<file path="src/rtl/core/tsd_pkg.sv">
// shared types and constants for the streaming tga decoder
package tsd_pkg;

    localparam logic [1:0] KIND_RUN  = 2'd0;
    localparam logic [1:0] KIND_OK   = 2'd1;
    localparam logic [1:0] KIND_FAIL = 2'd2;

    localparam logic [1:0] FMT_RGBA8  = 2'd0;
    localparam logic [1:0] FMT_GRAY8  = 2'd1;
    localparam logic [1:0] FMT_GRAY16 = 2'd2;

    localparam logic [7:0] IMG_TRUE     = 8'd2;
    localparam logic [7:0] IMG_GRAY     = 8'd3;
    localparam logic [7:0] IMG_TRUE_RLE = 8'd10;
    localparam logic [7:0] IMG_GRAY_RLE = 8'd11;

    localparam logic [7:0] CMAP_PRESENT = 8'd1;
    localparam logic [4:0] HDR_LAST     = 5'd17;
    localparam logic [4:0] HDR_DEPTH    = 5'd16;
    localparam logic [7:0] ALPHA_OPAQUE = 8'd255;
    localparam logic [7:0] RUN_MASK     = 8'h7F;

    localparam int QUEUE_DEPTH = 4;
    localparam int QUEUE_PW    = $clog2(QUEUE_DEPTH);

    typedef enum logic [5:0] {
        PH_HEADER  = 6'b000001,
        PH_IDSKIP  = 6'b000010,
        PH_MAPSKIP = 6'b000100,
        PH_DATA    = 6'b001000,
        PH_DONE    = 6'b010000,
        PH_FAIL    = 6'b100000
    } phase_t;

    typedef struct packed {
        logic [7:0] file_byte;
        logic       end_of_file;
    } item_t;

    typedef struct packed {
        logic [1:0]  kind;
        logic [15:0] start_x;
        logic [15:0] start_y;
        logic [7:0]  run_count;
        logic [1:0]  pixel_format;
        logic [7:0]  red_or_gray;
        logic [7:0]  green;
        logic [7:0]  blue;
        logic [7:0]  alpha;
    } result_t;

    typedef struct packed {
        logic run;
        logic stat;
        logic stat_ok;
    } push_t;

endpackage

</file>
<file path="src/rtl/core/tga_image_stream_decoder_unit.sv">
// top level of the streaming tga image decoder
// A tga file enters one byte per request on the item channel, with
// end_of_file high on its last byte. Requests leave on the result channel:
// one pixel run for each completed pixel value, then one status after the
// last byte. Both channels use valid/stall; a request moves when valid is
// high and stall is low.
// A byte is taken every cycle while item_stall is low. A pixel run is
// registered in the core, then queued and shown on result; the status
// follows the run of the same byte. A repeat run that wraps over more
// than one row (images narrower than the run) holds item_stall high
// while the column is divided by the width, one quotient bit per cycle.
// Results wait in a four-entry queue; item_stall rises once three entries
// are in use or about to be written, so a stalled receiver backs up onto
// the sender without loss.
// After reset, and after every last byte, the decoder waits for the header
// of a fresh file.
module tga_image_stream_decoder_unit
    import tsd_pkg::*;
(
    input  logic    clk,
    input  logic    rst_n,
    input  logic    item_valid,
    output logic    item_stall,
    input  item_t   item,
    output logic    result_valid,
    input  logic    result_stall,
    output result_t result
);

    logic    busy, room, take;
    push_t   push;
    result_t run_item;

    assign item_stall = busy || !room;
    assign take       = item_valid && !item_stall;

    tsd_core u_core (
        .clk      (clk),
        .rst_n    (rst_n),
        .take     (take),
        .item     (item),
        .busy     (busy),
        .push     (push),
        .run_item (run_item)
    );

    tsd_outq u_outq (
        .clk      (clk),
        .rst_n    (rst_n),
        .push     (push),
        .run_item (run_item),
        .room     (room),
        .valid    (result_valid),
        .stall    (result_stall),
        .data     (result)
    );

    a_status_from_last: assert property (@(posedge clk) disable iff (!rst_n)
        (take && item.end_of_file) |=> push.stat)
        else $error("last byte gave no status");

    a_busy_blocks: assert property (@(posedge clk) disable iff (!rst_n)
        busy |-> item_stall)
        else $error("byte taken during division");

    a_no_push_idle: assert property (@(posedge clk) disable iff (!rst_n)
        !$past(take) |-> (!push.run && !push.stat))
        else $error("result pushed without a byte");

endmodule

</file>
<file path="src/rtl/core/tsd_core.sv">
// header parser, region skipper and pixel packet decoder
module tsd_core
    import tsd_pkg::*;
(
    input  logic    clk,
    input  logic    rst_n,
    input  logic    take,
    input  item_t   item,
    output logic    busy,
    output push_t   push,
    output result_t run_item
);

    phase_t      phase_reg, phase_next;
    logic [4:0]  idx_reg, idx_next;
    logic [7:0]  id_len_reg, id_len_next;
    logic [7:0]  cmk_reg, cmk_next;
    logic [7:0]  ikind_reg, ikind_next;
    logic [15:0] mec_reg, mec_next;
    logic [7:0]  meb_reg, meb_next;
    logic [15:0] width_reg, width_next;
    logic [15:0] height_reg, height_next;
    logic [7:0]  bpp_reg, bpp_next;
    logic [15:0] skip_reg, skip_next;
    logic [31:0] total_reg, total_next;
    logic [31:0] left_reg, left_next;
    logic [7:0]  pix_reg [4];
    logic [2:0]  pidx_reg, pidx_next;
    logic [7:0]  prem_reg, prem_next;
    logic        rep_reg, rep_next;
    logic [15:0] col_reg, col_next;
    logic [15:0] row_reg, row_next;
    logic        div_busy_reg, div_busy_next;
    logic [2:0]  div_cnt_reg, div_cnt_next;
    logic [6:0]  div_num_reg, div_num_next;
    logic [6:0]  div_rem_reg, div_rem_next;
    logic [6:0]  div_q_reg, div_q_next;

    logic        b_is_rle, b_is_gray, hdr_ok, go_map, go_data, pix_wr;
    logic [7:0]  b;
    logic [7:0]  pix [4];
    logic [2:0]  nbytes;
    logic [7:0]  n;
    logic [16:0] csum, cdiff;
    logic [7:0]  trial;
    logic        data_seen;
    push_t       push_c;
    result_t     run_c;

    assign b         = item.file_byte;
    assign b_is_rle  = (ikind_reg == IMG_TRUE_RLE) || (ikind_reg == IMG_GRAY_RLE);
    assign b_is_gray = (ikind_reg == IMG_GRAY) || (ikind_reg == IMG_GRAY_RLE);
    assign nbytes    = bpp_reg[5:3];
    assign busy      = div_busy_reg;

    always_comb
    begin
        for (int k = 0; k < 4; k++)
        begin
            pix[k] = (k[1:0] == pidx_reg[1:0]) ? b : pix_reg[k];
        end
    end

    always_comb
    begin
        phase_next   = phase_reg;
        idx_next     = idx_reg;
        id_len_next  = id_len_reg;
        cmk_next     = cmk_reg;
        ikind_next   = ikind_reg;
        mec_next     = mec_reg;
        meb_next     = meb_reg;
        width_next   = width_reg;
        height_next  = height_reg;
        bpp_next     = bpp_reg;
        skip_next    = skip_reg;
        total_next   = total_reg;
        left_next    = left_reg;
        pidx_next    = pidx_reg;
        prem_next    = prem_reg;
        rep_next     = rep_reg;
        col_next     = col_reg;
        row_next     = row_reg;
        div_busy_next = div_busy_reg;
        div_cnt_next = div_cnt_reg;
        div_num_next = div_num_reg;
        div_rem_next = div_rem_reg;
        div_q_next   = div_q_reg;
        go_map       = 1'b0;
        go_data      = 1'b0;
        pix_wr       = 1'b0;
        hdr_ok       = 1'b0;
        n            = 8'd1;
        csum         = '0;
        cdiff        = '0;
        trial        = '0;
        push_c       = '0;
        data_seen    = (phase_reg == PH_DATA) || (phase_reg == PH_DONE);

        run_c              = '0;
        run_c.kind         = KIND_RUN;
        run_c.start_x      = col_reg;
        run_c.start_y      = height_reg - 16'd1 - row_reg;
        if (b_is_gray)
        begin
            run_c.pixel_format = (bpp_reg == 8'd8) ? FMT_GRAY8 : FMT_GRAY16;
            run_c.red_or_gray  = pix[0];
        end
        else
        begin
            run_c.pixel_format = FMT_RGBA8;
            run_c.red_or_gray  = pix[2];
            run_c.green        = pix[1];
            run_c.blue         = pix[0];
            run_c.alpha        = (bpp_reg == 8'd32) ? pix[3] : ALPHA_OPAQUE;
        end

        // long division of the wrapped column, one quotient bit a cycle
        if (div_busy_reg)
        begin
            trial        = {div_rem_reg, div_num_reg[6]};
            div_num_next = {div_num_reg[5:0], 1'b0};
            if (trial >= width_reg[7:0])
            begin
                div_rem_next = 7'(trial - width_reg[7:0]);
                div_q_next   = {div_q_reg[5:0], 1'b1};
            end
            else
            begin
                div_rem_next = trial[6:0];
                div_q_next   = {div_q_reg[5:0], 1'b0};
            end
            div_cnt_next = div_cnt_reg + 3'd1;
            if (div_cnt_reg == 3'd6)
            begin
                div_busy_next = 1'b0;
                col_next      = {9'd0, div_rem_next};
                row_next      = row_reg + {9'd0, div_q_next};
            end
        end

        if (take)
        begin
            case (phase_reg)
                PH_HEADER:
                begin
                    case (idx_reg)
                        5'd0:  id_len_next = b;
                        5'd1:  cmk_next = b;
                        5'd2:  ikind_next = b;
                        5'd5:  mec_next[7:0] = b;
                        5'd6:  mec_next[15:8] = b;
                        5'd7:  meb_next = b;
                        5'd12: width_next[7:0] = b;
                        5'd13: width_next[15:8] = b;
                        5'd14: height_next[7:0] = b;
                        5'd15: height_next[15:8] = b;
                        5'd16: bpp_next = b;
                        default: ;
                    endcase
                    if (idx_reg == HDR_DEPTH)
                    begin
                        total_next = {16'd0, width_reg} * {16'd0, height_reg};
                    end
                    if (idx_reg >= HDR_LAST)
                    begin
                        idx_next = 5'd0;
                        if ((ikind_reg == IMG_TRUE) || (ikind_reg == IMG_TRUE_RLE))
                        begin
                            hdr_ok = (bpp_reg == 8'd24) || (bpp_reg == 8'd32);
                        end
                        else if (b_is_gray)
                        begin
                            hdr_ok = (bpp_reg == 8'd8) || (bpp_reg == 8'd16);
                        end
                        if (!hdr_ok)
                        begin
                            phase_next = PH_FAIL;
                        end
                        else if (id_len_reg != 8'd0)
                        begin
                            phase_next = PH_IDSKIP;
                            skip_next  = {8'd0, id_len_reg};
                        end
                        else
                        begin
                            go_map = 1'b1;
                        end
                    end
                    else
                    begin
                        idx_next = idx_reg + 5'd1;
                    end
                end
                PH_IDSKIP:
                begin
                    skip_next = skip_reg - 16'd1;
                    if (skip_next == 16'd0)
                    begin
                        go_map = 1'b1;
                    end
                end
                PH_MAPSKIP:
                begin
                    idx_next = idx_reg + 5'd1;
                    if (idx_next >= meb_reg[7:3])
                    begin
                        idx_next  = 5'd0;
                        skip_next = skip_reg - 16'd1;
                        if (skip_next == 16'd0)
                        begin
                            go_data = 1'b1;
                        end
                    end
                end
                PH_DATA:
                begin
                    if (b_is_rle && (prem_reg == 8'd0))
                    begin
                        prem_next = (b & RUN_MASK) + 8'd1;
                        rep_next  = b[7];
                    end
                    else
                    begin
                        pix_wr    = 1'b1;
                        pidx_next = pidx_reg + 3'd1;
                        if (pidx_next >= nbytes)
                        begin
                            pidx_next = 3'd0;
                            if (b_is_rle && rep_reg)
                            begin
                                if ((left_reg[31:8] == 24'd0) && (left_reg[7:0] < prem_reg))
                                begin
                                    n = left_reg[7:0];
                                end
                                else
                                begin
                                    n = prem_reg;
                                end
                                prem_next = 8'd0;
                            end
                            else if (b_is_rle)
                            begin
                                prem_next = prem_reg - 8'd1;
                            end
                            push_c.run      = 1'b1;
                            run_c.run_count = n;
                            left_next       = left_reg - {24'd0, n};
                            if (left_next == 32'd0)
                            begin
                                phase_next = PH_DONE;
                            end
                            csum  = {1'b0, col_reg} + {9'd0, n};
                            cdiff = csum - {1'b0, width_reg};
                            if (csum < {1'b0, width_reg})
                            begin
                                col_next = csum[15:0];
                            end
                            else if (cdiff < {1'b0, width_reg})
                            begin
                                col_next = cdiff[15:0];
                                row_next = row_reg + 16'd1;
                            end
                            else
                            begin
                                // several rows wrapped: narrow image, divide
                                row_next      = row_reg + 16'd1;
                                div_busy_next = 1'b1;
                                div_cnt_next  = 3'd0;
                                div_num_next  = cdiff[6:0];
                                div_rem_next  = 7'd0;
                                div_q_next    = 7'd0;
                            end
                        end
                    end
                end
                default: ;
            endcase

            if (go_map)
            begin
                if ((cmk_reg == CMAP_PRESENT) && (mec_reg != 16'd0)
                    && (meb_reg[7:3] != 5'd0))
                begin
                    phase_next = PH_MAPSKIP;
                    skip_next  = mec_reg;
                    idx_next   = 5'd0;
                end
                else
                begin
                    go_data = 1'b1;
                end
            end
            if (go_data)
            begin
                phase_next = (total_reg == 32'd0) ? PH_DONE : PH_DATA;
                left_next  = total_reg;
                pidx_next  = 3'd0;
                prem_next  = 8'd0;
                rep_next   = 1'b0;
            end

            if (item.end_of_file)
            begin
                push_c.stat    = 1'b1;
                push_c.stat_ok = (phase_next == PH_DONE)
                    || ((phase_next == PH_DATA) && data_seen && b_is_rle);
                phase_next    = PH_HEADER;
                idx_next      = '0;
                id_len_next   = '0;
                cmk_next      = '0;
                ikind_next    = '0;
                mec_next      = '0;
                meb_next      = '0;
                width_next    = '0;
                height_next   = '0;
                bpp_next      = '0;
                skip_next     = '0;
                total_next    = '0;
                left_next     = '0;
                pidx_next     = '0;
                prem_next     = '0;
                rep_next      = 1'b0;
                col_next      = '0;
                row_next      = '0;
                div_busy_next = 1'b0;
            end
        end
    end

    always_ff @(posedge clk or negedge rst_n)
    begin
        if (!rst_n)
        begin
            phase_reg    <= PH_HEADER;
            idx_reg      <= '0;
            id_len_reg   <= '0;
            cmk_reg      <= '0;
            ikind_reg    <= '0;
            mec_reg      <= '0;
            meb_reg      <= '0;
            width_reg    <= '0;
            height_reg   <= '0;
            bpp_reg      <= '0;
            skip_reg     <= '0;
            total_reg    <= '0;
            left_reg     <= '0;
            pidx_reg     <= '0;
            prem_reg     <= '0;
            rep_reg      <= 1'b0;
            col_reg      <= '0;
            row_reg      <= '0;
            div_busy_reg <= 1'b0;
            div_cnt_reg  <= '0;
            push         <= '0;
        end
        else
        begin
            phase_reg    <= phase_next;
            idx_reg      <= idx_next;
            id_len_reg   <= id_len_next;
            cmk_reg      <= cmk_next;
            ikind_reg    <= ikind_next;
            mec_reg      <= mec_next;
            meb_reg      <= meb_next;
            width_reg    <= width_next;
            height_reg   <= height_next;
            bpp_reg      <= bpp_next;
            skip_reg     <= skip_next;
            total_reg    <= total_next;
            left_reg     <= left_next;
            pidx_reg     <= pidx_next;
            prem_reg     <= prem_next;
            rep_reg      <= rep_next;
            col_reg      <= col_next;
            row_reg      <= row_next;
            div_busy_reg <= div_busy_next;
            div_cnt_reg  <= div_cnt_next;
            push         <= push_c;
        end
    end

    always_ff @(posedge clk)
    begin
        div_num_reg <= div_num_next;
        div_rem_reg <= div_rem_next;
        div_q_reg   <= div_q_next;
        run_item    <= run_c;
        if (pix_wr)
        begin
            pix_reg[pidx_reg[1:0]] <= b;
        end
    end

endmodule

</file>
<file path="src/rtl/core/tsd_outq.sv">
// four-entry result queue taking up to two results a cycle
module tsd_outq
    import tsd_pkg::*;
(
    input  logic    clk,
    input  logic    rst_n,
    input  push_t   push,
    input  result_t run_item,
    output logic    room,
    output logic    valid,
    input  logic    stall,
    output result_t data
);

    result_t             mem [QUEUE_DEPTH];
    logic [QUEUE_PW-1:0] wr_reg, wr_next, rd_reg, rd_next;
    logic [QUEUE_PW:0]   cnt_reg, cnt_next;
    logic                pop;
    result_t             stat_item;

    always_comb
    begin
        stat_item      = '0;
        stat_item.kind = push.stat_ok ? KIND_OK : KIND_FAIL;
    end

    assign valid = (cnt_reg != '0);
    assign data  = mem[rd_reg];
    assign pop   = valid && !stall;
    // entries already held plus those being written this cycle
    assign room  = ((cnt_reg + (QUEUE_PW+1)'(push.run) + (QUEUE_PW+1)'(push.stat))
                    <= (QUEUE_PW+1)'(QUEUE_DEPTH - 2));

    always_comb
    begin
        wr_next  = wr_reg + QUEUE_PW'(push.run) + QUEUE_PW'(push.stat);
        rd_next  = rd_reg + QUEUE_PW'(pop);
        cnt_next = cnt_reg + (QUEUE_PW+1)'(push.run) + (QUEUE_PW+1)'(push.stat)
                   - (QUEUE_PW+1)'(pop);
    end

    always_ff @(posedge clk or negedge rst_n)
    begin
        if (!rst_n)
        begin
            wr_reg  <= '0;
            rd_reg  <= '0;
            cnt_reg <= '0;
        end
        else
        begin
            wr_reg  <= wr_next;
            rd_reg  <= rd_next;
            cnt_reg <= cnt_next;
        end
    end

    always_ff @(posedge clk)
    begin
        if (push.run)
        begin
            mem[wr_reg] <= run_item;
        end
        if (push.stat)
        begin
            mem[wr_reg + QUEUE_PW'(push.run)] <= stat_item;
        end
    end

endmodule
</file>
<file path="config.mk">
export PLATFORM = sky130hd
export DESIGN_NAME = tga_image_stream_decoder_unit
export DESIGN_NICKNAME = d
export VERILOG_FILES = /design/src/rtl/core/tsd_pkg.sv /design/src/rtl/core/tga_image_stream_decoder_unit.sv /design/src/rtl/core/tsd_core.sv /design/src/rtl/core/tsd_outq.sv
export SDC_FILE = /design/constraint.sdc
export NUM_CORES = 2
export LEC_CHECK = 0
export BUFFER_PORTS_ARGS = -buffer_cell sky130_fd_sc_hd__buf_2
export CAP_MARGIN = 20
export CORE_ASPECT_RATIO = 0.5
export CORE_MARGIN = 5
export CORE_UTILIZATION = 30
export DETAILED_ROUTE_END_ITERATION = 7
export PLACE_DENSITY = 0.46
export SYNTH_ARGS = -nofsm -noshare
export SYNTH_HDL_FRONTEND = slang
export SYNTH_SLANG_ARGS = --single-unit
</file>
<file path="constraint.sdc">
create_clock -name clk -period 7.5 [get_ports clk]
set_input_delay 0.375 -clock clk [delete_from_list [all_inputs] [get_ports clk]]
set_output_delay 0.375 -clock clk [all_outputs]
set_load 0.05 [all_outputs]
</file>
# Yosys cells after proc, flatten, opt, wreduce, memory -nomap -nowiden
# Memory sizes are Yosys's and may differ from the RTL's.
# Cells that the tools add are included.
# word_totals
output_inout_bits	78
ram_bits	336
n_memories	2
reg_bits	332
wordCells	348
in_bits	13
# classes
n_mux	179
add_sub_neg	20
mul	1
n_lt_le_gt_ge	8
bitwise	3
eq_ne	31
reduce_logical	64
# memory_table
name	words	width	rd	rd_ports_with_merged_regs	write_ports	line_no	rtl
u_outq.mem	4	76	1	0	2	tsd_outq.sv:15	result_t mem [QUEUE_DEPTH];
u_core.pix_reg	4	8	4	0	1	tsd_core.sv:27	logic [7:0] pix_reg [4];
# ops
cell	n
16-bit two-way mux	30
8-bit two-way mux	40
32-bit two-way mux	8
7-bit two-way mux	23
6-bit two-way mux	11
32-bit logical NOT	2
16-bit one-hot mux with 3 select lines	1
1-bit two-way mux	41
3-bit two-way mux	13
3-bit AND reduction	13
17-bit by 16-bit less-than comparator with 1-bit output	2
16-bit by 16-bit multiplier with 32-bit output	1
16-bit by 1-bit subtractor with 16-bit output, second input constant	2
32-bit by 8-bit subtractor with 32-bit output	1
5-bit two-way mux	6
8-bit by 4-bit == test with 1-bit output, second input constant	3
24-bit logical NOT	1
2-bit nonzero test	12
5-bit by 4-bit == test with 1-bit output, second input constant	4
16-bit by 8-bit adder with 17-bit output	1
17-bit by 16-bit subtractor with 17-bit output	1
16-bit by 1-bit adder with 16-bit output, second input constant	1
16-bit by 7-bit adder with 16-bit output	1
8-bit by 2-bit == test with 1-bit output, second input constant	2
50 further kinds	86

# Logic depth before layout (Yosys ltp)
# logic_depth
depth_word	24
mapped_depth	35
depth_no_buf	33

# By module
# A second synthesis with hierarchy kept.
# hier_totals
hier_cells	4567
hier_area_um2	41153.2
# modules_own_cells
module	n_inst	cells_each	seq_area_each_um2	area_per_inst_um2
tsd_core	1	3109	8524.4	28270.9
tsd_outq	1	1456	6341.1	12867.3
tga_image_stream_decoder_unit	1	2	0.0	15.0

# Worst setup path after synthesis
# OpenSTA, ideal clock, no wires.
# synth_timing
path_type	register to register
start	reg u_core.prem_reg[1]
end	reg u_core.col_reg[9]
stages_incl_launch_ff	32
setup_ps	125
period_less_slack_ps	6793
slack_ps	707
path_buffers	1
t_required_ps	7375
arrival_ps	6668
cell_sequence	dfrtp_1 > inv_1 > ha_1 > a21o_1 > a21o_1 > a21o_1 > a21o_1 > a21oi_1 > o2111ai_1 > mux2i_1 > nand2_1 > ha_1 > fa_1 > a211o_1 > a21oi_2 > o21bai_1 > xor2_1 > ha_1 > or3_1 > nor3_1 > o211a_1 > nor4_1 > a311o_1 > a21oi_1 > xnor2_1 > ha_1 > o21a_1 > a221oi_1 > buf_2 > mux2i_1 > nor2_1 > a2111oi_0
# synth_via
elab_chain_len	18
word_cells_on_any_way	21
cone_classes	add/sub (2); order compare (3); mux (13); reduce/logical (3)
# synth_rtl
item	line_no	rtl
start: declaration	tsd_core.sv:29	logic [7:0] prem_reg, prem_next;
start signal: assignment	tsd_core.sv:373	prem_reg <= prem_next;
8-bit less-than comparator	tsd_core.sv:232	if ((left_reg[31:8] == 24'd0) && (left_reg[7:0] < prem_reg))
1-bit logical AND	tsd_core.sv:232	
8-bit two-way mux	tsd_core.sv:232	
8-bit two-way mux	tsd_core.sv:230	if (b_is_rle && rep_reg)
8-bit two-way mux	tsd_core.sv:227	if (pidx_next >= nbytes)
8-bit two-way mux	tsd_core.sv:218	if (b_is_rle && (prem_reg == 8'd0))
8-bit two-way mux	tsd_core.sv:144	case (phase_reg)
8-bit two-way mux	tsd_core.sv:142	if (take)
(+3 left out)	--	
16-bit two-way mux	tsd_core.sv:259	else if (cdiff < {1'b0, width_reg})
16-bit two-way mux	tsd_core.sv:255	if (csum < {1'b0, width_reg})
16-bit two-way mux	tsd_core.sv:227	
16-bit two-way mux (*)	tsd_core.sv:218	
16-bit two-way mux (*)	tsd_core.sv:144	
16-bit two-way mux (*)	tsd_core.sv:303	if (item.end_of_file)
16-bit two-way mux (*)	tsd_core.sv:142	
net u_core.col_next[9]	tsd_core.sv:31	logic [15:0] col_reg, col_next;
end signal: assignment	tsd_core.sv:375	col_reg <= col_next;
end: declaration	tsd_core.sv:31	
# The timed path passes the listed nets; every way through them passes the cells marked *. The select of a mux whose other input is x is not followed.
# A chain may end at the register's enable or synchronous reset.

# Final worst setup path
# layout_timing
start	reg u_core.prem_reg[1]
end	reg u_core.col_reg[11]
# Same word-level chain as after synthesis.

==> flow_summary.json <==
{
  "grt_pass1_wl_um": 208000,
  "core_area_um2": 134000,
  "crit_fanout": 5,
  "largest_reg_flops": 304,
  "syn_inst": 4545,
  "synth_flop_cell": "dfxtp_1",
  "grt_max_degree": 108,
  "fin_ws_ps": 319,
  "hold_path_class": "input pin to flip-flop",
  "endpoint_kind": "flip-flop",
  "highest_layer": "met5",
  "clk_pin_slew_worst_paths_ps": 70,
  "grt_antenna_before_repair": 9,
  "ys_types": 95,
  "cts_tree": "built",
  "first_iter_violations": 2492,
  "maxCapViolCount": 0,
  "die_w_um": 529,
  "min_period_ps": 7180,
  "outcome": "finished, final reports clean",
  "synth.net_count": 4979,
  "placed_area_um2": 43000,
  "nets": 5004,
  "cpMaxStageDelayCell": "dfrtp_1",
  "hold_violations": 0,
  "clock_power_share_pct": 22.7,
  "yosysSeqAreaShare_pct": 36.8,
  "ant_nets": 0,
  "max-clock-path-buffers": 3,
  "regMostFlops": "u_outq.mem",
  "place_hpwl_um": 94300,
  "clkLatencyLatePin_ps": 660,
  "htree_levels": 3,
  "min_period_over_period_pct": 95.7,
  "gp_congestion": 0.870,
  "dieArea_um2": 142000,
  "fmax_mhz": 139,
  "synth_top_cell_area_share_pct": 19.3,
  "tightest_slew_ps": 1170,
  "cp-start-kind": "flip-flop",
  "power.internal_mw": 9.07,
  "ys_warn_count": 0,
  "syn_area_um2": 40400,
  "synth-edff-count": 40,
  "area_delta_synth_final_pct": 13.2,
  "overflow": 0,
  "setup_viol": 0,
  "route.detailed.drc": 0,
  "numClockSinks": 664,
  "power_density_nw_per_um2": 358,
  "nFillCells": 13800,
  "leakage_nw": 19.1,
  "synth-async-reset-ratio_pct": 35.2,
  "synth_area_leaders": "dfxtp_1 (19%), dfrtp_1 (14%), fa_1 (10%), nand2_1 (9.1%), ha_1 (6.8%)",
  "maxSlewViolCount": 0,
  "place_inst": 6279,
  "synth_compound_area_share_pct": 14.0,
  "worstPathRequired_ps": 8030,
  "io_pins": 91,
  "wl_met3_um": 8120,
  "die_h_um": 269,
  "yosysTopAreaCell": "dfxtp_1",
  "grt_pass1_vias": 33200,
  "synthSimpleGateAreaFrac_pct": 17.6,
  "max-slew-margin-rel_pct": 22.2,
  "vias": 33100,
  "grt_usage_pct": 18.8,
  "wire_per_inst_um": 21.1,
  "skew_ps": 27.2,
  "drive_above_1_share_pct": 11.3,
  "synth_adder_area_share_pct": 16.8,
  "cts-root-buf": "clkbuf_16",
  "critical_path_class": "flip-flop to flip-flop",
  "fin_area_um2": 45700,
  "synth_seq_cells": 664,
  "swShare_pct": 44.6,
  "numCtsBuffers": 72,
  "reg.largest.list": "u_outq.mem (304), u_core.run_item (74)",
  "initial_core_util_pct": 30.1,
  "pwr-share-comb_pct": 48.8,
  "cp.arrival_ps": 7710,
  "wl_met2_um": 61300,
  "synth_top_family_by_area": "simple AND/OR/NAND/NOR gates",
  "stdcell_count": 6429,
  "dp_slack_ps": 63.4,
  "synth_xor_area_share_pct": 2.54,
  "switchingPower_mw": 7.31,
  "vdd_drop_max_mv": 0.322,
  "io_buffer_count": 90,
  "routed_wl_um": 136000,
  "p_seq_share_pct": 28.5,
  "synth_area_per_cell_um2": 8.89,
  "dr.pass1.iters": 5,
  "synthMuxAreaShare_pct": 6.74,
  "core.rowCount": 95,
  "vias_per_cell": 5.15,
  "critPathMaxStageDelay_ps": 380,
  "wl_met1_um": 62800
}
==> power by group through the flow <==
stage | sequential [mW] | clock [mW] | combinational (mW)
2_1_floorplan | 4.17 | 0 | 5.58
3_3_place_gp | 4.73 | 0 | 7.95
3_5_place_dp | 4.74 | 0 | 7.93
4_1_cts | 4.67 | 3.81 | 8.00
5_1_grt | 4.73 | 3.97 | 8.99
6_report | 4.67 | 3.71 | 7.99
==> final timing paths <==
kind	startpoint	endpoint	slack, ps	cells past startpoint
worst min-delay path	result_stall	u_outq.rd_reg[0]	140	3
worst max-delay path	u_core.prem_reg[1]	u_core.col_reg[11]	320	34
min in group asynchronous	rst_n	u_core.div_cnt_reg[1]	390	2
max in group asynchronous	rst_n	u_core.skip_reg[0]	5470	3
worst min register to register	u_core.col_reg[5]	u_core.run_item[63]	440	0
worst max register to register	u_core.prem_reg[1]	u_core.col_reg[11]	320	34
==> layout make-up <==
class | instances | area (um^2) | area share, %
Antenna cell | 6 | 15.0 | 0.0329
Clock buffer | 107 | 2230 | 4.88
Clock inverter | 26 | 235 | 0.515
Inverter | 334 | 1250 | 2.74
Multi-Input combinational cell | 3288 | 23500 | 51.4
Sequential cell | 664 | 14900 | 32.5
Tap cell | 1794 | 2240 | 4.91
Timing Repair Buffer | 210 | 1370 | 2.99
==> per-stage QoR <==
step                utilization (%)  setup TNS, ps  hold slack (ps)  total power [mW]
finish                         34.1              0              144              16.4
global route                   34.1           -326              138              17.7
CTS                            34.0              0              101              16.5
detailed placement             32.1              0              423              12.7
global placement               32.1              0              430              12.7
floorplan                         -              0             79.4              9.75
==> layer usage <==
layer  global-route usage (%)  vias up
met1                     26.3    16600
li1                         -    15400
met2                     29.7      903
met5                        0        -
met3                     3.61      191
met4                     5.08        4
==> critical path, delay by kind of cell, from the launching register on <==
| family | cells | cell delay (ps) |
|---|---|---|
| AND/OR/NAND/NOR | 4 | 540 |
| multiplexers | 2 | 440 |
| flip-flops | 1 | 380 |
| buffers and inverters | 2 | 280 |
| adder cells (fa/ha/maj) | 5 | 1510 |
| XOR/XNOR | 2 | 310 |
| AO/OA/AOI/OAI | 19 | 3560 |
==> kinds of logic (layout without fill, tap and decap cells) <==
kind of cell | count (synthesis) | count (layout)
AOI/OAI and AO/OA | 964 | 964
adders and majority gates | 421 | 421
buffers and inverters | 593 | 677
and+or+nand+nor | 1613 | 1613
xor gates and xnor gates | 117 | 117
muxes | 173 | 173
other | 0 | 6
DFF | 664 | 664
==> synthesized netlist by cell type, drive strengths merged (10+ instances only) <==
cell type	number
a211oi	21
a21o	32
a21oi	445
a22o	17
a31oi	26
and2	97
and3	20
buf	35
clkbuf	224
dfrtp	233
dfxtp	390
edfxtp	40
fa	201
ha	220
inv	334
mux2	33
mux2i	64
mux4	76
nand2	978
nand2b	37
nand3	44
nand4	13
nor2	224
nor2b	28
nor3	59
nor3b	10
nor4	32
o21a	14
o21ai	248
o21bai	12
o22ai	27
o31ai	13
or2	15
or3	21
xnor2	75
xor2	42
==> placed cells by master (no fill, tap or decap), drive strengths merged, types with 14 or more instances in the layout <==
master,netlist,layout
nand2,978,978
a21oi,445,445
dfxtp,390,390
inv,334,338
o21ai,248,248
dfrtp,233,233
nor2,224,224
ha,220,220
buf,35,209
fa,201,201
clkbuf,224,107
and2,97,97
mux4,76,76
xnor2,75,75
mux2i,64,64
nor3,59,59
nand3,44,44
xor2,42,42
edfxtp,40,40
nand2b,37,37
mux2,33,33
a21o,32,32
nor4,32,32
nor2b,28,28
o22ai,27,27
a31oi,26,26
a211oi,21,21
or3,21,21
and3,20,20
a22o,17,17
clkinv,0,16
or2,15,15
o21a,14,14
==> timing repair <==
item | 4_1_cts | 5_1_grt
resized for setup | 0 | 28
endpoints found under the setup margin | 0 | 47
buffers inserted | 0 | 9
hold buffers | 1 | 0
endpoints found under the hold margin | 105 | 0
Note: power is estimated with default switching activity, not from simulation.
